<file path="src/design/sdbs_pkg.sv">
// Package with codes, widths and limits for the diagonal block scatter.
package sdbs_pkg;

	// item function codes
	typedef enum logic [1:0] {
		FUNC_NEW_BLOCK = 2'd0,
		FUNC_NEXT_COL  = 2'd1,
		FUNC_NONZERO   = 2'd2,
		FUNC_FINISH    = 2'd3
	} func_t;

	// result kind codes
	typedef enum logic {
		KIND_POINTER = 1'b0,
		KIND_WRITE   = 1'b1
	} kind_t;

	localparam int DIM_W      = 11;
	localparam int COL_W      = 10;
	localparam int ROW_IDX_W  = 20;
	localparam int ROW_OFS_W  = 21;
	localparam int AREA_W     = 21;
	localparam int ADDR_W     = 33;
	localparam int VALUE_W    = 64;

	localparam int OUT_ADDR_BITS = 32;

	localparam logic [DIM_W-1:0]     MAX_BLOCK_DIM = 11'd1024;
	localparam logic [ROW_OFS_W-1:0] MAX_ROWS      = 21'd1048576;
	localparam logic [ADDR_W-1:0]    ADDR_TOP      = ADDR_W'(64'd1 << OUT_ADDR_BITS);

endpackage

</file>
<file path="src/design/sdbs_in_if.sv">
// Input channel: one stream item per beat.
interface sdbs_in_if;
	logic                                 valid;
	logic                                 ready;
	logic [1:0]                           func;
	logic [sdbs_pkg::DIM_W-1:0]           block_rows;
	logic [sdbs_pkg::DIM_W-1:0]           block_cols;
	logic [sdbs_pkg::ROW_IDX_W-1:0]       row_index;
	logic [sdbs_pkg::VALUE_W-1:0]         value_bits;

	modport source (output valid, func, block_rows, block_cols, row_index, value_bits,
		input ready);
	modport sink (input valid, func, block_rows, block_cols, row_index, value_bits,
		output ready);
endinterface

</file>
<file path="src/design/sdbs_out_if.sv">
// Output channel: one pointer or dense write per beat.
interface sdbs_out_if;
	logic                           valid;
	logic                           ready;
	logic                           kind;
	logic [sdbs_pkg::ADDR_W-1:0]    address;
	logic [sdbs_pkg::VALUE_W-1:0]   value_out;

	modport source (output valid, kind, address, value_out, input ready);
	modport sink (input valid, kind, address, value_out, output ready);
endinterface

</file>
<file path="src/design/sparse_diagonal_block_scatter_top.sv">
// Diagonal block scatter of a compressed-column sparse stream.
// One item per cycle unless result stalls; an item is registered in stage 1,
// its result in the output register, which drains while the next item is taken.
// Stage 1 registers the item; stage 2 does a compare and an add against running offsets.
// Block area (rows x cols) is multiplied when a block opens and kept in a register.
// Reset (arst_n low, asynchronous) clears all valids and offsets to an empty 0 x 0 block.
module sparse_diagonal_block_scatter_top (
	input logic         clk,
	input logic         arst_n,
	sdbs_in_if.sink     item,
	sdbs_out_if.source  result
);

	localparam int DIM_W     = sdbs_pkg::DIM_W;
	localparam int COL_W     = sdbs_pkg::COL_W;
	localparam int ROW_OFS_W = sdbs_pkg::ROW_OFS_W;
	localparam int AREA_W    = sdbs_pkg::AREA_W;
	localparam int ADDR_W    = sdbs_pkg::ADDR_W;
	localparam int VALUE_W   = sdbs_pkg::VALUE_W;

	// stage 1 input register
	logic                                valid_s1;
	sdbs_pkg::func_t                     func_s1;
	logic [DIM_W-1:0]                    rows_s1;
	logic [DIM_W-1:0]                    cols_s1;
	logic [sdbs_pkg::ROW_IDX_W-1:0]      row_s1;
	logic [VALUE_W-1:0]                  value_s1;

	// running block state
	logic [ROW_OFS_W-1:0] row_offset_q;
	logic [DIM_W-1:0]     cur_rows_q;
	logic [DIM_W-1:0]     cur_cols_q;
	logic [COL_W-1:0]     col_q;
	logic [AREA_W-1:0]    area_q;
	logic [ADDR_W-1:0]    dense_base_q;
	logic [ADDR_W-1:0]    col_addr_q;

	// output register
	logic                 out_valid_q;
	sdbs_pkg::kind_t      kind_q;
	logic [ADDR_W-1:0]    address_q;
	logic [VALUE_W-1:0]   value_q;

	logic                 go;
	logic [DIM_W-1:0]     rows_cl;
	logic [DIM_W-1:0]     cols_cl;
	logic [ROW_OFS_W-1:0] row_sum;
	logic [ROW_OFS_W-1:0] new_row_offset;
	logic [ADDR_W:0]      base_sum;
	logic [ADDR_W-1:0]    new_base;
	logic [ADDR_W-1:0]    pointer;
	logic [ROW_OFS_W-1:0] row_g;
	logic [ROW_OFS_W-1:0] row_end;
	logic [ROW_OFS_W-1:0] row_diff;
	logic                 row_hit;
	logic [ADDR_W:0]      wr_sum;
	logic                 wr_ok;
	logic                 col_step;
	logic                 has_result;

	assign go          = valid_s1 && (!out_valid_q || result.ready);
	assign item.ready  = !valid_s1 || go;

	// input register
	always_ff @(posedge clk or negedge arst_n) begin
		if (!arst_n) begin
			valid_s1 <= 1'b0;
		end else if (item.ready) begin
			valid_s1 <= item.valid;
		end
	end

	always_ff @(posedge clk) begin
		if (item.ready && item.valid) begin
			func_s1  <= sdbs_pkg::func_t'(item.func);
			rows_s1  <= item.block_rows;
			cols_s1  <= item.block_cols;
			row_s1   <= item.row_index;
			value_s1 <= item.value_bits;
		end
	end

	// clamp of new block dimensions
	assign rows_cl = (rows_s1 > sdbs_pkg::MAX_BLOCK_DIM) ? sdbs_pkg::MAX_BLOCK_DIM : rows_s1;
	assign cols_cl = (cols_s1 > sdbs_pkg::MAX_BLOCK_DIM) ? sdbs_pkg::MAX_BLOCK_DIM : cols_s1;

	// block close: saturating row offset and dense base, then the one-based pointer
	assign row_sum        = row_offset_q + ROW_OFS_W'(cur_rows_q);
	assign new_row_offset = (row_sum > sdbs_pkg::MAX_ROWS) ? sdbs_pkg::MAX_ROWS : row_sum;
	assign base_sum       = {1'b0, dense_base_q} + (ADDR_W+1)'(area_q);
	assign new_base       = (base_sum > {1'b0, sdbs_pkg::ADDR_TOP}) ?
		sdbs_pkg::ADDR_TOP : base_sum[ADDR_W-1:0];
	assign pointer        = (new_base == sdbs_pkg::ADDR_TOP) ?
		sdbs_pkg::ADDR_TOP : new_base + ADDR_W'(1);

	// nonzero: row range check and dense address
	assign row_g    = ROW_OFS_W'(row_s1);
	assign row_end  = row_offset_q + ROW_OFS_W'(cur_rows_q);
	assign row_hit  = (cur_cols_q != '0) && (row_g >= row_offset_q) && (row_g < row_end);
	assign row_diff = row_g - row_offset_q;
	assign wr_sum   = {1'b0, col_addr_q} + (ADDR_W+1)'(row_diff[DIM_W-1:0]);
	assign wr_ok    = row_hit && (wr_sum < {1'b0, sdbs_pkg::ADDR_TOP});

	// column advance stays inside the block
	assign col_step = (DIM_W'(col_q) + DIM_W'(1)) < cur_cols_q;

	always_comb begin
		case (func_s1)
			sdbs_pkg::FUNC_NEW_BLOCK: has_result = 1'b1;
			sdbs_pkg::FUNC_FINISH:    has_result = 1'b1;
			sdbs_pkg::FUNC_NONZERO:   has_result = wr_ok;
			default:                  has_result = 1'b0;
		endcase
	end

	// block state update
	always_ff @(posedge clk or negedge arst_n) begin
		if (!arst_n) begin
			row_offset_q <= '0;
			cur_rows_q   <= '0;
			cur_cols_q   <= '0;
			col_q        <= '0;
			area_q       <= '0;
			dense_base_q <= '0;
			col_addr_q   <= '0;
		end else if (go) begin
			case (func_s1)
				sdbs_pkg::FUNC_NEW_BLOCK: begin
					row_offset_q <= new_row_offset;
					dense_base_q <= new_base;
					col_addr_q   <= new_base;
					cur_rows_q   <= rows_cl;
					cur_cols_q   <= cols_cl;
					col_q        <= '0;
					area_q       <= AREA_W'(rows_cl) * AREA_W'(cols_cl);
				end
				sdbs_pkg::FUNC_FINISH: begin
					row_offset_q <= new_row_offset;
					dense_base_q <= new_base;
					col_addr_q   <= new_base;
					cur_rows_q   <= '0;
					cur_cols_q   <= '0;
					col_q        <= '0;
					area_q       <= '0;
				end
				sdbs_pkg::FUNC_NEXT_COL: begin
					if (col_step) begin
						col_q      <= col_q + COL_W'(1);
						col_addr_q <= col_addr_q + ADDR_W'(cur_rows_q);
					end
				end
				default: begin
				end
			endcase
		end
	end

	// output register
	always_ff @(posedge clk or negedge arst_n) begin
		if (!arst_n) begin
			out_valid_q <= 1'b0;
		end else if (go) begin
			out_valid_q <= has_result;
		end else if (result.ready) begin
			out_valid_q <= 1'b0;
		end
	end

	always_ff @(posedge clk) begin
		if (go && has_result) begin
			if (func_s1 == sdbs_pkg::FUNC_NONZERO) begin
				kind_q    <= sdbs_pkg::KIND_WRITE;
				address_q <= wr_sum[ADDR_W-1:0];
				value_q   <= value_s1;
			end else begin
				kind_q    <= sdbs_pkg::KIND_POINTER;
				address_q <= pointer;
				value_q   <= '0;
			end
		end
	end

	assign result.valid     = out_valid_q;
	assign result.kind      = kind_q;
	assign result.address   = address_q;
	assign result.value_out = value_q;

endmodule

</file>
<file path="src/flat_wrapper.sv">
// flat-port wrapper written by rule: the top's interface ports become plain ports
module sparse_diagonal_block_scatter_top_flat 
  (clk, arst_n, item_valid, item_func, item_block_rows, item_block_cols, item_row_index, item_value_bits, item_ready, result_valid, result_kind, result_address, result_value_out, result_ready);
  sdbs_in_if item_i ();
  sdbs_out_if result_i ();
  input logic clk;
  input logic arst_n;
  input wire logic [$bits(item_i.valid)-1:0] item_valid;
  input wire logic [$bits(item_i.func)-1:0] item_func;
  input wire logic [$bits(item_i.block_rows)-1:0] item_block_rows;
  input wire logic [$bits(item_i.block_cols)-1:0] item_block_cols;
  input wire logic [$bits(item_i.row_index)-1:0] item_row_index;
  input wire logic [$bits(item_i.value_bits)-1:0] item_value_bits;
  output wire logic [$bits(item_i.ready)-1:0] item_ready;
  output wire logic [$bits(result_i.valid)-1:0] result_valid;
  output wire logic [$bits(result_i.kind)-1:0] result_kind;
  output wire logic [$bits(result_i.address)-1:0] result_address;
  output wire logic [$bits(result_i.value_out)-1:0] result_value_out;
  input wire logic [$bits(result_i.ready)-1:0] result_ready;
  assign item_i.valid = item_valid;
  assign item_i.func = item_func;
  assign item_i.block_rows = item_block_rows;
  assign item_i.block_cols = item_block_cols;
  assign item_i.row_index = item_row_index;
  assign item_i.value_bits = item_value_bits;
  assign item_ready = item_i.ready;
  assign result_valid = result_i.valid;
  assign result_kind = result_i.kind;
  assign result_address = result_i.address;
  assign result_value_out = result_i.value_out;
  assign result_i.ready = result_ready;
  sparse_diagonal_block_scatter_top u_core (.clk(clk), .arst_n(arst_n), .item(item_i), .result(result_i));
endmodule
</file>
<file path="config.mk">
export PLATFORM = sky130hd
export DESIGN_NAME = sparse_diagonal_block_scatter_top_flat
export DESIGN_NICKNAME = d
export VERILOG_FILES = /design/src/design/sdbs_pkg.sv /design/src/design/sdbs_in_if.sv /design/src/design/sdbs_out_if.sv /design/src/design/sparse_diagonal_block_scatter_top.sv /design/src/flat_wrapper.sv
export SDC_FILE = /design/constraint.sdc
export NUM_CORES = 1
export LEC_CHECK = 0
export BUFFER_PORTS_ARGS = -buffer_cell sky130_fd_sc_hd__buf_4
export CAP_MARGIN = 20
export CORE_ASPECT_RATIO = 1.1
export CORE_MARGIN = 4
export CORE_UTILIZATION = 39
export CTS_CLUSTER_SIZE = 40
export DETAILED_ROUTE_END_ITERATION = 8
export PLACE_DENSITY = 0.54
export SYNTH_ARGS = -nofsm -noshare
export SYNTH_HDL_FRONTEND = slang
export SYNTH_SLANG_ARGS = --single-unit
</file>
<file path="constraint.sdc">
create_clock -name clk -period 8.6 [get_ports clk]
set_clock_uncertainty 0.05 [all_clocks]
set_input_delay 0.86 -clock clk [delete_from_list [all_inputs] [get_ports clk]]
set_output_delay 0.86 -clock clk [all_outputs]
set_load 0.01 [all_outputs]
</file>
==> metrics.yaml <==
place:
  globalplace.congestion: 0.902
  placed_cells: 3266
  place_ws_ps: 1790
  io_buffers: 211
  dp_hpwl_um: 52000
power:
  switching_share_pct: 40.9
  pwr-share-clk_pct: 23.0
  internal_power_mw: 4.44
  power_density_mw_per_mm2: 279
  power.switching_mw: 3.08
  vdd_drop_max_v: 0.000190
  combPwrFrac_pct: 45.4
  p_leak_nw: 11.6
  p_seq_share_pct: 31.6
cells_and_area:
  final_common_cell: "nand2_1"
  drive_gt1_share_pct: 12.8
  area_growth_syn_to_layout_pct: 15.6
  nFillCells: 5645
  fin_nets: 2911
  final_cell_mix: "302 x nand2_1, 227 x buf_4, 206 x edfxtp_1, 182 x inv_1, 166 x nor2_1"
  diodes: 0
  postLayoutCoreUtil_pct: 45.7
  layout.cells.non_filler: 3342
global_routing:
  grt_pass1_wl_um: 107000
  gr-total-overflow: 0
  grt_usage_pct: 21.1
  met2_usage_pct: 36.4
  grt.busiest_layer: "met2"
  groute.layer.met3.usage_pct: 2.36
  use_met1_pct: 27.7
  grt_pass1_vias: 18400
  grt_max_degree: 95
  antenna_found_initial: 0
cts:
  post_cts_resized: 0
  clock_path_buffers: 3
  cts_buffers: 41
  clock-sinks: 348
  cts_setup_buffers: 0
  path_clk_slew_ps: 60
  cts_root_buf: "clkbuf_16"
  hold_buffers: 0
  cts_tree: "built"
  htreeDepth: 2
  clk_latency_ps: 580
floorplanning:
  core_sq_mm: 0.0589
  die_w_um: 241
  ios: 212
  die_y_um: 264
  start_util_pct: 39.6
  num_rows: 93
  die_area_sq_mm: 0.0637
synthesis:
  yosysSeqAreaShare_pct: 41.8
  syn_nets: 2733
  synth-edff-count: 206
  yosys_warnings: 0
  synth_flop_cell: "edfxtp_1"
  synth-async-reset-ratio_pct: 40.8
  synth_area_leaders: "edfxtp_1 27%, dfrtp_1 15%, ha_1 8.9%"
  synth_top_area_cell: "edfxtp_1"
  synthesis.area_sq_mm: 0.0233
  ys_types: 94
  syn_inst: 2371
  syn_area_per_cell_sq_um: 9.83
  synth.top_cell.area_share_pct: 26.5
  synth-seq-cells: 348
job:
  cap_violations: 0
routing:
  first_pass_iters: 5
  drt-total-wl_um: 68100
  drc_errors: 0
  drtIter0Drc: 1131
  ant_nets: 0
  vias_per_cell: 5.46
  wl_per_cell_um: 20.4
  num_vias: 18200
setup_path:
  cp-end-kind: "flip-flop"
  cp_top_family: "compound AO/OA/AOI/OAI gates"
  critical_path_buf_inv_count: 3
  worstPathCellList: "ha_1 > fa_1 > a21o_1 > a21oi_1 > o21bai_1 > a21oi_1 > a211oi_1 > or3_1 > and2_1 > xnor2_1 > inv_1 > ha_1 > nand4_1 > nor2_1 > a2111oi_0 > o211ai_1 > nand2b_1 > a31oi_1 > a2111oi_0 > buf_4 > nand3_1 > nand2_4 > buf_4"
  rr_worst_depth: 23
  cp_max_fo: 36
  cp_slowest_cell: "a2111oi_0"
  path_depth: 23
  arrival_ps: 6970
  slowest_delay_ps: 560
  cp-start-kind: "flip-flop"
  crit_type: "flip-flop to flip-flop"
  worstPathRequired_ps: 8760
timing:
  finalWorstSetupSlack_ps: 1790
  slew_violations: 0
  finalCritPeriodShare_pct: 79.2
  fmax_mhz: 147
  worstMarginPinSlew_ps: 1030
  setup_viol: 0
  final_hold_viol_count: 0
  relSlewSlack_pct: 30.2
  fin_crit_ps: 6810
  rsz0062_at_grt: "false"
  tns_ps: 0
  whs_ps: 330
min_path:
  hold_class: "input pin to async pin"
run_status:
  status: "completed"
[path summary, 6_finish.rpt]
path,slack (ps),end,from
max reg2reg,1790,u_core.result.value_out[0],u_core.cur_rows_q[0]
min in group clk,410,u_core.value_s1[62],item_value_bits[62]
max in group asynchronous,6770,u_core.area_q[16],arst_n
min,330,u_core.col_addr_q[28],arst_n
min reg2reg,430,u_core.dense_base_q[12],u_core.dense_base_q[12]
max,1790,u_core.result.value_out[0],u_core.cur_rows_q[0]
[cell type report]
type                    count  area [sq um]  share of cell area, %
multi-input cells        1746         12500                   46.5
flip-flops and latches    348          9740                   36.2
repair buffers            229          1720                   6.39
clock buffers              52          1100                   4.07
well taps                 760           951                   3.53
inverters                 183           687                   2.55
clock inverters            24           213                  0.790
[through the flow]
step	power (mW)	instance area (sq um)
detailed placement	5.80	25600
CTS	7.57	26900
global placement	5.76	25600
floorplan	4.75	23300
global route	8.06	26900
finish	7.52	26900
[synthesized netlist by cell type (all sizes together) (38+ instances only)]
| cell | number |
|---|---|
| o21ai | 118 |
| inv | 182 |
| ha | 166 |
| nand3 | 73 |
| clkbuf | 74 |
| edfxtp | 206 |
| dfrtp | 142 |
| nor2 | 167 |
| xor2 | 47 |
| fa | 84 |
| and2 | 88 |
| nand2 | 303 |
| nor3 | 47 |
| xnor2 | 85 |
| a21oi | 110 |
| a21o | 38 |
[per-layer routing]
layer,vias to the layer above,wire length (um)
li1,8720,-
met2,488,33400
met4,0,2530
met3,123,2870
met1,8900,29300
met5,-,0
[cell families (layout without fill, tap and decap cells)]
family                   count (synthesis)  in the layout  synth area share [%]
AND/OR/NAND/NOR                        864            864                  18.1
flip-flops                             348            348                  41.8
XOR/XNOR                               132            132                  4.99
AO/OA/AOI/OAI                          496            496                  14.2
buffers and inverters                  277            488                  4.62
multiplexers                             4              4                 0.183
adder cells (fa/ha/maj)                250            250                  16.1
[flip-flops by register name, indices dropped and copies added (netlist names)]
signal and flops:
u_core.area_q 21, u_core.col_addr_q 33, u_core.col_q 10, u_core.cols_s1 11, u_core.cur_cols_q 11, u_core.cur_rows_q 11, u_core.dense_base_q 33, u_core.func_s1 2
u_core.result.address 33, u_core.result.kind 1, u_core.result.valid 1, u_core.result.value_out 64, u_core.row_offset_q 21, u_core.row_s1 20, u_core.rows_s1 11, u_core.valid_s1 1
u_core.value_s1 64
[power groups by stage]
stage | Clock (mW) | Combinational, mW | Sequential [mW]
2_1_floorplan | 0 | 2.43 | 2.33
3_3_place_gp | 0 | 3.36 | 2.40
3_5_place_dp | 0 | 3.39 | 2.41
4_1_cts | 1.78 | 3.41 | 2.38
5_1_grt | 1.84 | 3.81 | 2.42
6_report | 1.73 | 3.41 | 2.38
Power figures use the tool's default switching activity.
